**config.mk**
```make
export PLATFORM = sky130hd
export DESIGN_NAME = hba_queue
export DESIGN_NICKNAME = d
export VERILOG_FILES = /design/src/rtl/core/hba_pkg.sv /design/src/rtl/core/hba_queue.sv
export VERILOG_INCLUDE_DIRS = /design/src /design/src/rtl/core
export SDC_FILE = /design/constraint.sdc
export NUM_CORES = 1
export LEC_CHECK = 0
export ABC_AREA = 1
export BUFFER_PORTS_ARGS = -buffer_cell sky130_fd_sc_hd__buf_2
export CAP_MARGIN = 20
export CORE_ASPECT_RATIO = 1.4
export CORE_UTILIZATION = 30
export DETAILED_ROUTE_END_ITERATION = 10
export RECOVER_POWER = 25
export SKIP_CTS_REPAIR_TIMING = 1
export SLEW_MARGIN = 20
export SYNTH_ARGS = -nofsm -noshare
export SYNTH_HDL_FRONTEND = slang
export SYNTH_SLANG_ARGS = --single-unit
export TNS_END_PERCENT = 30
```
**constraint.sdc**
```tcl
create_clock -name aclk -period 8.28 [get_ports aclk]
set_input_delay 0.828 -clock aclk [delete_from_list [all_inputs] [get_ports aclk]]
set_output_delay 0.828 -clock aclk [all_outputs]
set_load 0.03 [all_outputs]
```
**src/rtl/core/assert_macros.svh**
```systemverilog
// assertion macros shared by the histogram accumulator modules
`ifndef ASSERT_MACROS_SVH
`define ASSERT_MACROS_SVH

// condition holds at every edge out of reset
`define HBA_CHECK(label, expr, msg) \
    label: assert property (@(posedge aclk) disable iff (!aresetn) (expr)) \
        else $error(msg);

// same-cycle implication
`define HBA_IMPLY(label, ante, cons, msg) \
    label: assert property (@(posedge aclk) disable iff (!aresetn) (ante) |-> (cons)) \
        else $error(msg);

// next-cycle implication
`define HBA_NEXT(label, ante, cons, msg) \
    label: assert property (@(posedge aclk) disable iff (!aresetn) (ante) |=> (cons)) \
        else $error(msg);

`endif

```
**src/rtl/core/hba_pkg.sv**
```systemverilog
// shared types, codes and helpers of the histogram accumulator
package hba_pkg;

    localparam int MAX_BINS_DEF = 256;
    localparam int SUM_W        = 48;
    localparam int S_DATA_W     = 80;
    localparam int M_DATA_W     = 256;

    // command codes
    localparam logic [1:0] CMD_COLLECT = 2'd0;
    localparam logic [1:0] CMD_LOAD    = 2'd1;
    localparam logic [1:0] CMD_READ    = 2'd2;
    localparam logic [1:0] CMD_CLEAR   = 2'd3;

    // sample classes
    localparam logic [1:0] CLS_FINITE  = 2'd0;
    localparam logic [1:0] CLS_NEG_INF = 2'd1;
    localparam logic [1:0] CLS_POS_INF = 2'd2;
    localparam logic [1:0] CLS_INVALID = 2'd3;

    // result status and place codes
    localparam logic [1:0] STAT_OK       = 2'd0;
    localparam logic [1:0] STAT_REJECT   = 2'd1;
    localparam logic [1:0] STAT_NOT_SET  = 2'd2;
    localparam logic [1:0] PLACE_BIN     = 2'd0;
    localparam logic [1:0] PLACE_UNDER   = 2'd1;
    localparam logic [1:0] PLACE_OVER    = 2'd2;

    typedef enum logic [2:0] {
        K_FINITE,
        K_NEG_INF,
        K_POS_INF,
        K_BAD_CLASS,
        K_LOAD,
        K_READ,
        K_CLEAR
    } kind_t;

    typedef struct packed {
        kind_t              kind;
        logic signed [31:0] value;
        logic [31:0]        weight;
        logic [8:0]         slot;
    } item_t;

    typedef enum logic [2:0] {
        ST_IDLE,
        ST_EXEC,
        ST_SRCH_RD,
        ST_SRCH_CMP,
        ST_LOAD_CMP,
        ST_BIN_RD,
        ST_DONE
    } st_t;

    // saturating add of a weight onto a sum
    function automatic logic [SUM_W-1:0] sat_add(input logic [SUM_W-1:0] a,
                                                 input logic [31:0] w);
        logic [SUM_W:0] s;
        s = {1'b0, a} + {{(SUM_W-31){1'b0}}, w};
        return s[SUM_W] ? {SUM_W{1'b1}} : s[SUM_W-1:0];
    endfunction

endpackage

```
**src/rtl/core/hba_queue.sv**
```systemverilog
// two-entry queue of classified items between front and back
`include "assert_macros.svh"
module hba_queue (
    input  logic           aclk,
    input  logic           aresetn,
    input  logic           push,
    input  hba_pkg::item_t push_item,
    output logic           full,
    input  logic           pop,
    output logic           q_valid,
    output hba_pkg::item_t q_item
);

    hba_pkg::item_t store_reg [2];
    logic           wr_ptr_reg, wr_ptr_next;
    logic           rd_ptr_reg, rd_ptr_next;
    logic [1:0]     cnt_reg, cnt_next;

    assign full    = (cnt_reg == 2'd2);
    assign q_valid = (cnt_reg != 2'd0);
    assign q_item  = store_reg[rd_ptr_reg];

    // pointer and count update
    always_comb begin
        wr_ptr_next = wr_ptr_reg ^ push;
        rd_ptr_next = rd_ptr_reg ^ pop;
        cnt_next    = cnt_reg + {1'b0, push} - {1'b0, pop};
    end

    always_ff @(posedge aclk) begin
        if (!aresetn) begin
            wr_ptr_reg <= 1'b0;
            rd_ptr_reg <= 1'b0;
            cnt_reg    <= 2'd0;
        end else begin
            wr_ptr_reg <= wr_ptr_next;
            rd_ptr_reg <= rd_ptr_next;
            cnt_reg    <= cnt_next;
        end
    end

    // entry storage
    always_ff @(posedge aclk) begin
        if (push) begin
            store_reg[wr_ptr_reg] <= push_item;
        end
    end

    `HBA_CHECK(a_q_count_bound, cnt_reg <= 2'd2, "queue count above depth")
    `HBA_IMPLY(a_q_no_pop_empty, pop, cnt_reg != 2'd0, "pop from empty queue")
    `HBA_IMPLY(a_q_no_push_full, push, cnt_reg != 2'd2, "push into full queue")

endmodule

```
==> parameters.txt, run 1 <==
Parameter                              Value

Route
  DRC viols ... 0
  Count of antenna-violating nets left after detailed routing ... 0
  Total wire length after detailed routing ... approximately 10 mm
  Detail-routed net length per standard cell ... around 15 um
  Drt pass-1 iters ... 4
  Number of violations reported at the end of detailed-routing iteration 0 ... between 100 and 150
  Number of vias in the routed layout ... 2897
  Vias per cell ... 4.16

STA
  Time the worst path needs with I/O delays and setup ... about 3.2 ns
  Maximum frequency from static timing analysis ... roughly 310 MHz
  Final number of max-transition violations ... 0
  Worst Clk Skew ... about 0.0041 ns
  Slew at the pin closest to its max-slew limit ... about 0.65 ns
  Aggregate negative setup slack ... 0 ns
  Endpoints failing hold ... 0
  Final count of negative-setup-slack endpoints ... 0
  RSZ-0062 raised after global routing ... no
  Max_slew headroom ... 56.5%
  Final period utilization ... between 30 and 40%

Power and ir drop
  Clock Power Share ... roughly 37%
  Pwr per Cell Area ... ~260 nW/um^2
  Leakage power of the design ... about 0.0029 uW
  Part of the total power dissipated in combinational logic ... a little over an eighth
  Psw ... around 460 uW
  Switching share of total power ... between 20% and 30%
  Worst vdd rail ir drop ... about 0.11 mV
  Int Pwr ... between 1000 and 1500 uW
  Sequential cell fraction of total power ... 49.0%

Clock network
  Post-CTS clock slew at the launch and capture registers of the worst setup and hold paths ... about 0.060 ns
  Clock sink total ... approximately 160
  Buffer type at the clock tree root ... sky130_fd_sc_hd__clkbuf_16
  Latest clock arrival within the worst-skew pair ... around 0.4 ns
  Clock tree from TritonCTS ... yes
  Clock Tree Buf Depth ... 2
  H-Tree Depth ... 4
  Clock buffers created by TritonCTS ... 17

Floorplan
  # IOs ... about 160
  Height of the die ... roughly 170 um
  DIE AREA ... 20100 um^2
  Site row count ... 60
  Area inside the core boundary ... 19200 um^2
  Starting Density ... between 30% and 40%
  Width of the chip ... ~120 um

Layout
  Most common cell after layout, fill and taps aside ... sky130_fd_sc_hd__edfxtp_1
  Commonest cells after routing, fill and taps aside ... sky130_fd_sc_hd__edfxtp_1 (152), sky130_fd_sc_hd__buf_2 (148), sky130_fd_sc_hd__mux2_4 (40), sky130_fd_sc_hd__mux2_2 (36), sky130_fd_sc_hd__clkbuf_16 (17)
  Final cell area excluding filler cells ... approximately 7500 um^2
  Share of cells above drive strength 1 ... between 50% and 60%
  Growth of design area from synthesis to finish ... 28.0%
  Utilization after layout ... between 30% and 40%
  Filler Cells Inserted ... between 1500 and 2000
  Max reg flops ... ~150
  Net count, final ... 520

Status
  Run status ... complete, no violations

Setup path
  Beginning of the worst register-to-register path ... wr_ptr_reg
  Crit Path Max Fanout ... 42
  Register-to-register setup slack ... approximately 6.7 ns
  Critical path's slowest cell ... sky130_fd_sc_hd__dfxtp_4
  Worst path arrival time ... 2.39 ns
  Crit Path Category ... reg2out
  Sequence of cells on the critical path ... buf_4 -> mux2_2 -> buf_2
  Count of cells along the worst register-to-register path ... 2
  Crit path capture type ... primary output
  Crit start category ... flip-flop
  Worst EP required ... ~7.5 ns
  Reg-to-reg critical path endpoint ... store_reg[1][3]
  Largest stage delay, worst path ... 0.71 ns

Yosys
  Post-Syn Area ... around 6000 um^2
  Flop and latch count out of synthesis ... approximately 160
  Number of unique standard cell types used by synthesis ... 14
  Post-synthesis area per instance ... between 20 and 25 um^2
  Post-Synthesis Net Count ... 349
  Number of synthesis warnings ... 0
  Sequential-to-total area share from yosys stat ... between 70% and 80%
  Post-synthesis instance total ... 265

Placed design
  Placed Instance Area ... 6940 um^2
  Post-detailed-placement half-perimeter wirelength ... roughly 6.8 mm
  Count of buffers from port buffering ... between 150 and 200
  Routability congestion estimate from global placement ... roughly 0.67

Min path
  Launch instance of the worst min-delay path ... rd_ptr_reg
  Hold Crit Depth ... 2
  Type of the worst min-delay path ... reg2reg

Global route
  Antenna violations before repair ... 3
  Via count of the first global-routing pass ... around 3300
  First-pass GRT wire length ... around 16 mm
  Pin count of the biggest net entering global routing ... just under 80
  Total congestion overflow ... 0
  Total routing usage reported by global routing ... around 11%

Run
  Count of maximum capacitance violations ... 0
==> how the worst max path moves through the flow <==
stage,from,endpoint
final,flip-flop,q_item[28]
after CTS,flip-flop,q_item[2]
after global routing,flip-flop,q_item[13]
after floorplan,push,store_reg[0][0]
after detailed placement,flip-flop,q_item[34]
after global placement,flip-flop,q_item[6]
==> Yosys cell counts, drive strengths merged <==
cell type / number / area (um^2)
a21oi: 1 / 5.00
mux2: 76 / 1010
nor2: 5 / 18.8
inv: 7 / 26.3
nand3: 1 / 5.00
xnor2: 1 / 8.76
edfxtp: 152 / 4560
buf: 8 / 67.6
dfxtp: 5 / 100
ha: 4 / 50.1
nand2: 5 / 18.8
==> metrics by stage <==
step	hold slack [ns]	total power (uW)	std cells	setup slack [ns]
after detailed placement	0.508	1230	663	5.41
after global placement	0.500	1220	663	5.47
after floorplan	0.480	1150	265	5.18
final	0.530	1930	697	5.06
after global routing	0.574	2010	696	4.88
after CTS	0.527	1960	693	4.96
==> critical path: cells and delay by family, from the launching register on <==
kind,cells,cell delay (ns)
buffers and inverters,2,0.83
muxes,1,0.41
DFF,1,0.71
==> layer usage <==
metal / GRT usage, % / wire (um) / up-vias
li1: - / - / 1373
met1: 10.3 / 3740 / 1414
met2: 19.8 / 5730 / 94
met3: 4.33 / 732 / 14
met4: 5.64 / 206 / 2
met5: 0 / 16 / -
==> final cells by class <==
class | instances | area, um^2 | area share [%]
clock inverter | 9 | 97.6 | 1.30
timing repair buffer | 160 | 830 | 11.0
clock buffer | 21 | 440 | 5.86
tap | 248 | 310 | 4.13
antenna | 2 | 5.00 | 0.0666
inverter | 7 | 26.3 | 0.350
sequential | 157 | 4670 | 62.1
multi-input combinational | 93 | 1140 | 15.1
==> cell families after synthesis <==
logic type,share of synthesized area (%)
DFF,79.5
muxes,17.1
buffers and inverters,1.60
and+or+nand+nor,0.725
adders and majority gates,0.853
AOI/OAI and AO/OA,0.0852
xor gates and xnor gates,0.149
==> power groups by stage <==
| stage | Clock [uW] | Sequential, uW | Combinational, uW |
|---|---|---|---|
| final | 720 | 947 | 265 |
| after global routing | 775 | 952 | 283 |
| after detailed placement | 0 | 966 | 266 |
| after CTS | 742 | 949 | 266 |
| after floorplan | 0 | 954 | 197 |
| after global placement | 0 | 963 | 261 |
Note: power is estimated with default switching activity, not from simulation.
==> inputs of run 2 (changes only) <==
clock period = 2.7 ns   (was 8.28 ns; I/O delays follow)
==> parameters.txt, run 2 (same netlist as run 1, synthesis figures left out) <==
Parameter                              Value

Status
  Run status ... complete, no violations

Clock network
  Clock tree from TritonCTS ... yes
  Clock sink total ... 157
  Post-CTS clock slew at the launch and capture registers of the worst setup and hold paths ... 0.06 ns
  Buffer type at the clock tree root ... sky130_fd_sc_hd__clkbuf_16
  H-Tree Depth ... 4
  Clock Tree Buf Depth ... 2
  Latest clock arrival within the worst-skew pair ... approximately 0.42 ns
  Clock buffers created by TritonCTS ... 17

Power and ir drop
  Post-layout power ... approximately 5900 uW
  Worst vdd rail ir drop ... between 0.4 and 0.5 mV
  Leakage power of the design ... about 0.0028 uW
  Pwr per Cell Area ... approximately 780 nW/um^2

Layout
  Commonest cells after routing, fill and taps aside ... sky130_fd_sc_hd__edfxtp_1 (152), sky130_fd_sc_hd__buf_2 (134), sky130_fd_sc_hd__mux2_4 (40), sky130_fd_sc_hd__mux2_2 (36), sky130_fd_sc_hd__clkbuf_1 (23)
  Utilization after layout ... ~39%
  Max reg flops ... approximately 150
  Growth of design area from synthesis to finish ... 28.1%
  # diodes ... 0
  Net count, final ... around 520
  Share of cells above drive strength 1 ... between 50% and 60%
  Filler Cells Inserted ... 1842
  Most common cell after layout, fill and taps aside ... sky130_fd_sc_hd__edfxtp_1
  Final cell area excluding filler cells ... ~7500 um^2

Placed design
  Routability congestion estimate from global placement ... around 0.67
  Placed Instance Area ... 7010 um^2
  Count of buffers from port buffering ... ~160
  Post-detailed-placement half-perimeter wirelength ... between 7 and 8 mm

STA
  Worst Clk Skew ... 0.00684 ns
  Aggregate negative setup slack ... 0 ns
  Time the worst path needs with I/O delays and setup ... 1.92 ns
  Maximum frequency from static timing analysis ... 522 MHz
  Slew at the pin closest to its max-slew limit ... roughly 0.56 ns
  Final period utilization ... 71.0%
  Endpoints failing hold ... 0
  Max_slew headroom ... 62.7%
  Final number of max-transition violations ... 0
  RSZ-0062 raised after global routing ... no
  Final count of negative-setup-slack endpoints ... 0

Floorplan
  # IOs ... 158
  Site row count ... 60
  Height of the die ... roughly 170 um
  Width of the chip ... around 120 um
  Starting Density ... around 30%
  DIE AREA ... about 20000 um^2
  Area inside the core boundary ... a little under 20000 um^2

Route
  DRC viols ... 0
  Count of antenna-violating nets left after detailed routing ... 0
  Number of violations reported at the end of detailed-routing iteration 0 ... 200
  Drt pass-1 iters ... 4
  Vias per cell ... ~4.2
  Total wire length after detailed routing ... 10.7 mm
  Number of vias in the routed layout ... 2928
  Detail-routed net length per standard cell ... ~15 um

Global route
  First-pass GRT wire length ... roughly 17 mm
  Total congestion overflow ... 0
  Total routing usage reported by global routing ... between 10% and 20%
  Antenna violations before repair ... 1
  Pin count of the biggest net entering global routing ... between 40 and 50
  Via count of the first global-routing pass ... 3195

Run
  Count of maximum capacitance violations ... 0

Setup path
  Crit Path Category ... reg2out
  Worst path arrival time ... roughly 1.7 ns
  Crit start category ... flip-flop
  Crit path capture type ... primary output
  Worst EP required ... between 2 and 2.5 ns
  Crit Path Max Fanout ... 42

Min path
  Type of the worst min-delay path ... in2reg
-- run 2: cell types whose count changed in the layout (fill, tap and decap cells not counted) --
| cell | change |
|---|---|
| sky130_fd_sc_hd__inv_8 | +1 |
| sky130_fd_sc_hd__buf_12 | +3 |
| sky130_fd_sc_hd__diode_2 | -2 |
| sky130_fd_sc_hd__clkinv_4 | +3 |
| sky130_fd_sc_hd__buf_2 | -14 |
| sky130_fd_sc_hd__bufinv_16 | -2 |
| sky130_fd_sc_hd__buf_4 | -1 |
| sky130_fd_sc_hd__clkbuf_1 | +10 |
| sky130_fd_sc_hd__inv_6 | +3 |
| sky130_fd_sc_hd__clkinv_1 | -2 |
| sky130_fd_sc_hd__buf_16 | -1 |
| sky130_fd_sc_hd__clkinvlp_4 | +3 |
-- run 2: final timing paths --
| kind | start | to | slack [ns] | depth (start not counted) |
|---|---|---|---|---|
| worst max-delay path | flip-flop | q_item[75] | 0.78 | 3 |
| worst min-delay path | push_item[23] | store_reg[1][23] | 0.04 | 1 |
| worst max register to register | wr_ptr_reg | store_reg[0][28] | 1.09 | 3 |
| worst min register to register | rd_ptr_reg | rd_ptr_reg | 0.52 | 2 |
-- run 2: worst max-delay path, cell delays in order, from the launching register on --
cell and delay [ns]:
sky130_fd_sc_hd__dfxtp_4 0.37, sky130_fd_sc_hd__buf_12 0.26, sky130_fd_sc_hd__mux2_2 0.39, sky130_fd_sc_hd__buf_2 0.18
-- run 2: where the power goes --
group          switching (uW)  internal, uW  total [uW]
Sequential               36.8          2840        2880
Combinational             526           325         851
Clock                     975          1190        2160
-- run 2: metal layers --
metal  share of wire, %  global-route usage, %  up-vias
li1                   -                      -     1377
met1                 39                   11.7     1434
met2                 54                   19.4      101
met3                5.6                   4.16       14
met4                1.3                   4.67        2
met5               0.12                      0        -
-- run 2: area by class of cell --
type                            instances  area [um^2]  share of cell area [%]
Timing Repair Buffer                  161          837                    11.1
Inverter                                7         26.3                   0.349
Tap cell                              248          310                    4.13
Clock buffer                           17          425                    5.66
Multi-Input combinational cell         93         1140                    15.1
Sequential cell                       157         4670                    62.1
Clock inverter                         15          116                    1.55
-- run 2: stage by stage --
stage,hold WS [ns],cells,worst slack (ns)
after floorplan,0.363,265,0.0960
after global placement,0.459,666,1.09
after detailed placement,0.461,666,1.03
after CTS,0.0180,698,0.757
after global routing,0.0117,698,0.720
final,0.0375,698,0.783
==> inputs of run 3 (changes only) <==
clock period = 1.8 ns   (was 2.7 ns; I/O delays follow)
==> parameters.txt, run 3 (same netlist as run 1, synthesis figures left out) <==
Parameter                              Value

Status
  Run status ... finished with violations
  Violated checks ... negative hold slack

Route
  Count of antenna-violating nets left after detailed routing ... 0
  Highest routed layer ... met4
  Routed length on met2 ... 6.46 mm
  Number of vias in the routed layout ... ~3200
  Detail-routed net length per standard cell ... 15.0 um
  Sum of met3 wire segment lengths after detailed routing ... between 600 and 700 um
  WL met1 ... approximately 4.3 mm
  Number of violations reported at the end of detailed-routing iteration 0 ... 131
  DRC viols ... 0
  Drt pass-1 iters ... 4
  Vias per cell ... roughly 4.2
  Total wire length after detailed routing ... 11.6 mm

Layout
  Utilization after layout ... approximately 44%
  Growth of design area from synthesis to finish ... 43.8%
  Max reg flops ... roughly 150
  Commonest cells after routing, fill and taps aside ... sky130_fd_sc_hd__edfxtp_1 (152), sky130_fd_sc_hd__buf_2 (125), sky130_fd_sc_hd__dlygate4sd3_1 (76), sky130_fd_sc_hd__mux2_4 (40), sky130_fd_sc_hd__mux2_2 (36)
  # diodes ... 0
  Share of cells above drive strength 1 ... between 40 and 50%
  Filler Cells Inserted ... 1738
  Net count, final ... 600
  Non-Filler Instances ... around 780
  Most common cell after layout, fill and taps aside ... sky130_fd_sc_hd__edfxtp_1

Clock network
  Post-CTS clock slew at the launch and capture registers of the worst setup and hold paths ... ~0.06 ns
  Latest clock arrival within the worst-skew pair ... between 0.4 and 0.5 ns
  Clock sink total ... roughly 160
  Clock Tree Buf Depth ... 2
  Clock buffers created by TritonCTS ... 17
  Clock tree from TritonCTS ... yes
  Buffer type at the clock tree root ... sky130_fd_sc_hd__clkbuf_16
  H-Tree Depth ... 4

Setup path
  Worst path depth ... 3
  Count of cells along the worst register-to-register path ... 3
  Crit Path Category ... reg2out
  Crit path capture type ... primary output
  Sequence of cells on the critical path ... clkbuf_16 -> mux2_2 -> buf_2
  Crit start category ... flip-flop
  Critical path's slowest cell ... sky130_fd_sc_hd__dfxtp_4
  Largest delay share family, worst path ... buffers and inverters
  Crit Path Max Fanout ... 25
  Worst path arrival time ... between 1.5 and 2 ns
  Worst EP required ... ~1.6 ns
  Largest stage delay, worst path ... 0.40 ns
  Number of buffers and inverters on the critical path ... 2
  Register-to-register setup slack ... 0.45 ns

Placed design
  Count of buffers from port buffering ... 157
  Routability congestion estimate from global placement ... about 0.67
  Total instance count after detailed placement ... between 600 and 700
  Post-detailed-placement half-perimeter wirelength ... about 7.3 mm
  Setup Slack @ Placement ... about 0.36 ns

STA
  Max_slew headroom ... about three quarters
  Slew at the pin closest to its max-slew limit ... between 0.3 and 0.4 ns
  Final count of negative-setup-slack endpoints ... 0
  Time the worst path needs with I/O delays and setup ... ~1.8 ns
  Final number of max-transition violations ... 0
  Maximum frequency from static timing analysis ... between 500 and 600 MHz
  RSZ-0062 raised after global routing ... yes
  Setup ws final ... 0.00785 ns
  Endpoints failing hold ... 1
  Worst Clk Skew ... approximately 0.0065 ns
  Post-route worst hold slack ... -0.0215 ns
  Final period utilization ... 99.6%

Power and ir drop
  Post-layout power ... ~9500 uW
  Leakage power of the design ... roughly 0.0032 uW
  Pwr per Cell Area ... between 1000 and 1500 nW/um^2
  Worst vdd rail ir drop ... 0.493 mV

Floorplan
  Site row count ... 60
  # IOs ... about 160
  Starting Density ... between 30% and 40%
  Area inside the core boundary ... about 19000 um^2
  Height of the die ... 168 um
  Width of the chip ... between 100 and 150 um
  DIE AREA ... 20100 um^2

Global route
  Antenna violations before repair ... 0
  Total routing usage reported by global routing ... between 10% and 20%
  Pin count of the biggest net entering global routing ... 51
  First-pass GRT wire length ... 16.5 mm
  Total congestion overflow ... 0
  Via count of the first global-routing pass ... around 3400

Run
  Count of maximum capacitance violations ... 0

Min path
  Type of the worst min-delay path ... in2reg
  Hold Crit Depth ... 3
==> run 3: path summary, 6_finish.rpt <==
kind / start / to
max: flip-flop / q_item[13]
min: aresetn / cnt_reg[0]
max reg2reg: wr_ptr_reg / store_reg[0][20]
min reg2reg: rd_ptr_reg / rd_ptr_reg
==> run 3: layer usage <==
layer | GRT usage [%] | vias to the layer above
li1 | - | 1535
met1 | 10.4 | 1581
met2 | 21.1 | 114
met3 | 3.30 | 16
met4 | 6.01 | 0
met5 | 0 | -
==> run 3: stage by stage <==
stage | hold slack, ns | setup TNS, ns | instance area, um^2
6_report | -0.0215 | 0 | 8440
5_1_grt | 0.0118 | -0.639 | 8440
4_1_cts | -0.0756 | -3.39 | 7660
3_5_place_dp | 0.373 | 0 | 7050
3_3_place_gp | 0.368 | 0 | 7050
2_1_floorplan | 0.273 | -59.52 | 5870
==> run 3: report_power, final <==
group | internal (uW) | total, uW | switching [uW]
Clock | 2330 | 3740 | 1420
Combinational | 627 | 1450 | 827
Sequential | 4260 | 4320 | 57.4
Total | 7220 | 9520 | 2300
==> run 3: area by class of cell <==
type	instances	area, um^2	area share [%]
multi-input combinational	93	1140	13.5
inverter	7	26.3	0.311
tap	248	310	3.68
timing repair buffer	240	1680	19.9
clock inverter	13	188	2.22
clock buffer	18	429	5.08
sequential	157	4670	55.3
==> run 3: worst reg2reg max path, delay by kind of cell (launching register included) <==
family,cells,cell delay (ns)
buf+inv,2,0.35
flops,1,0.33
fa+ha+maj,1,0.36
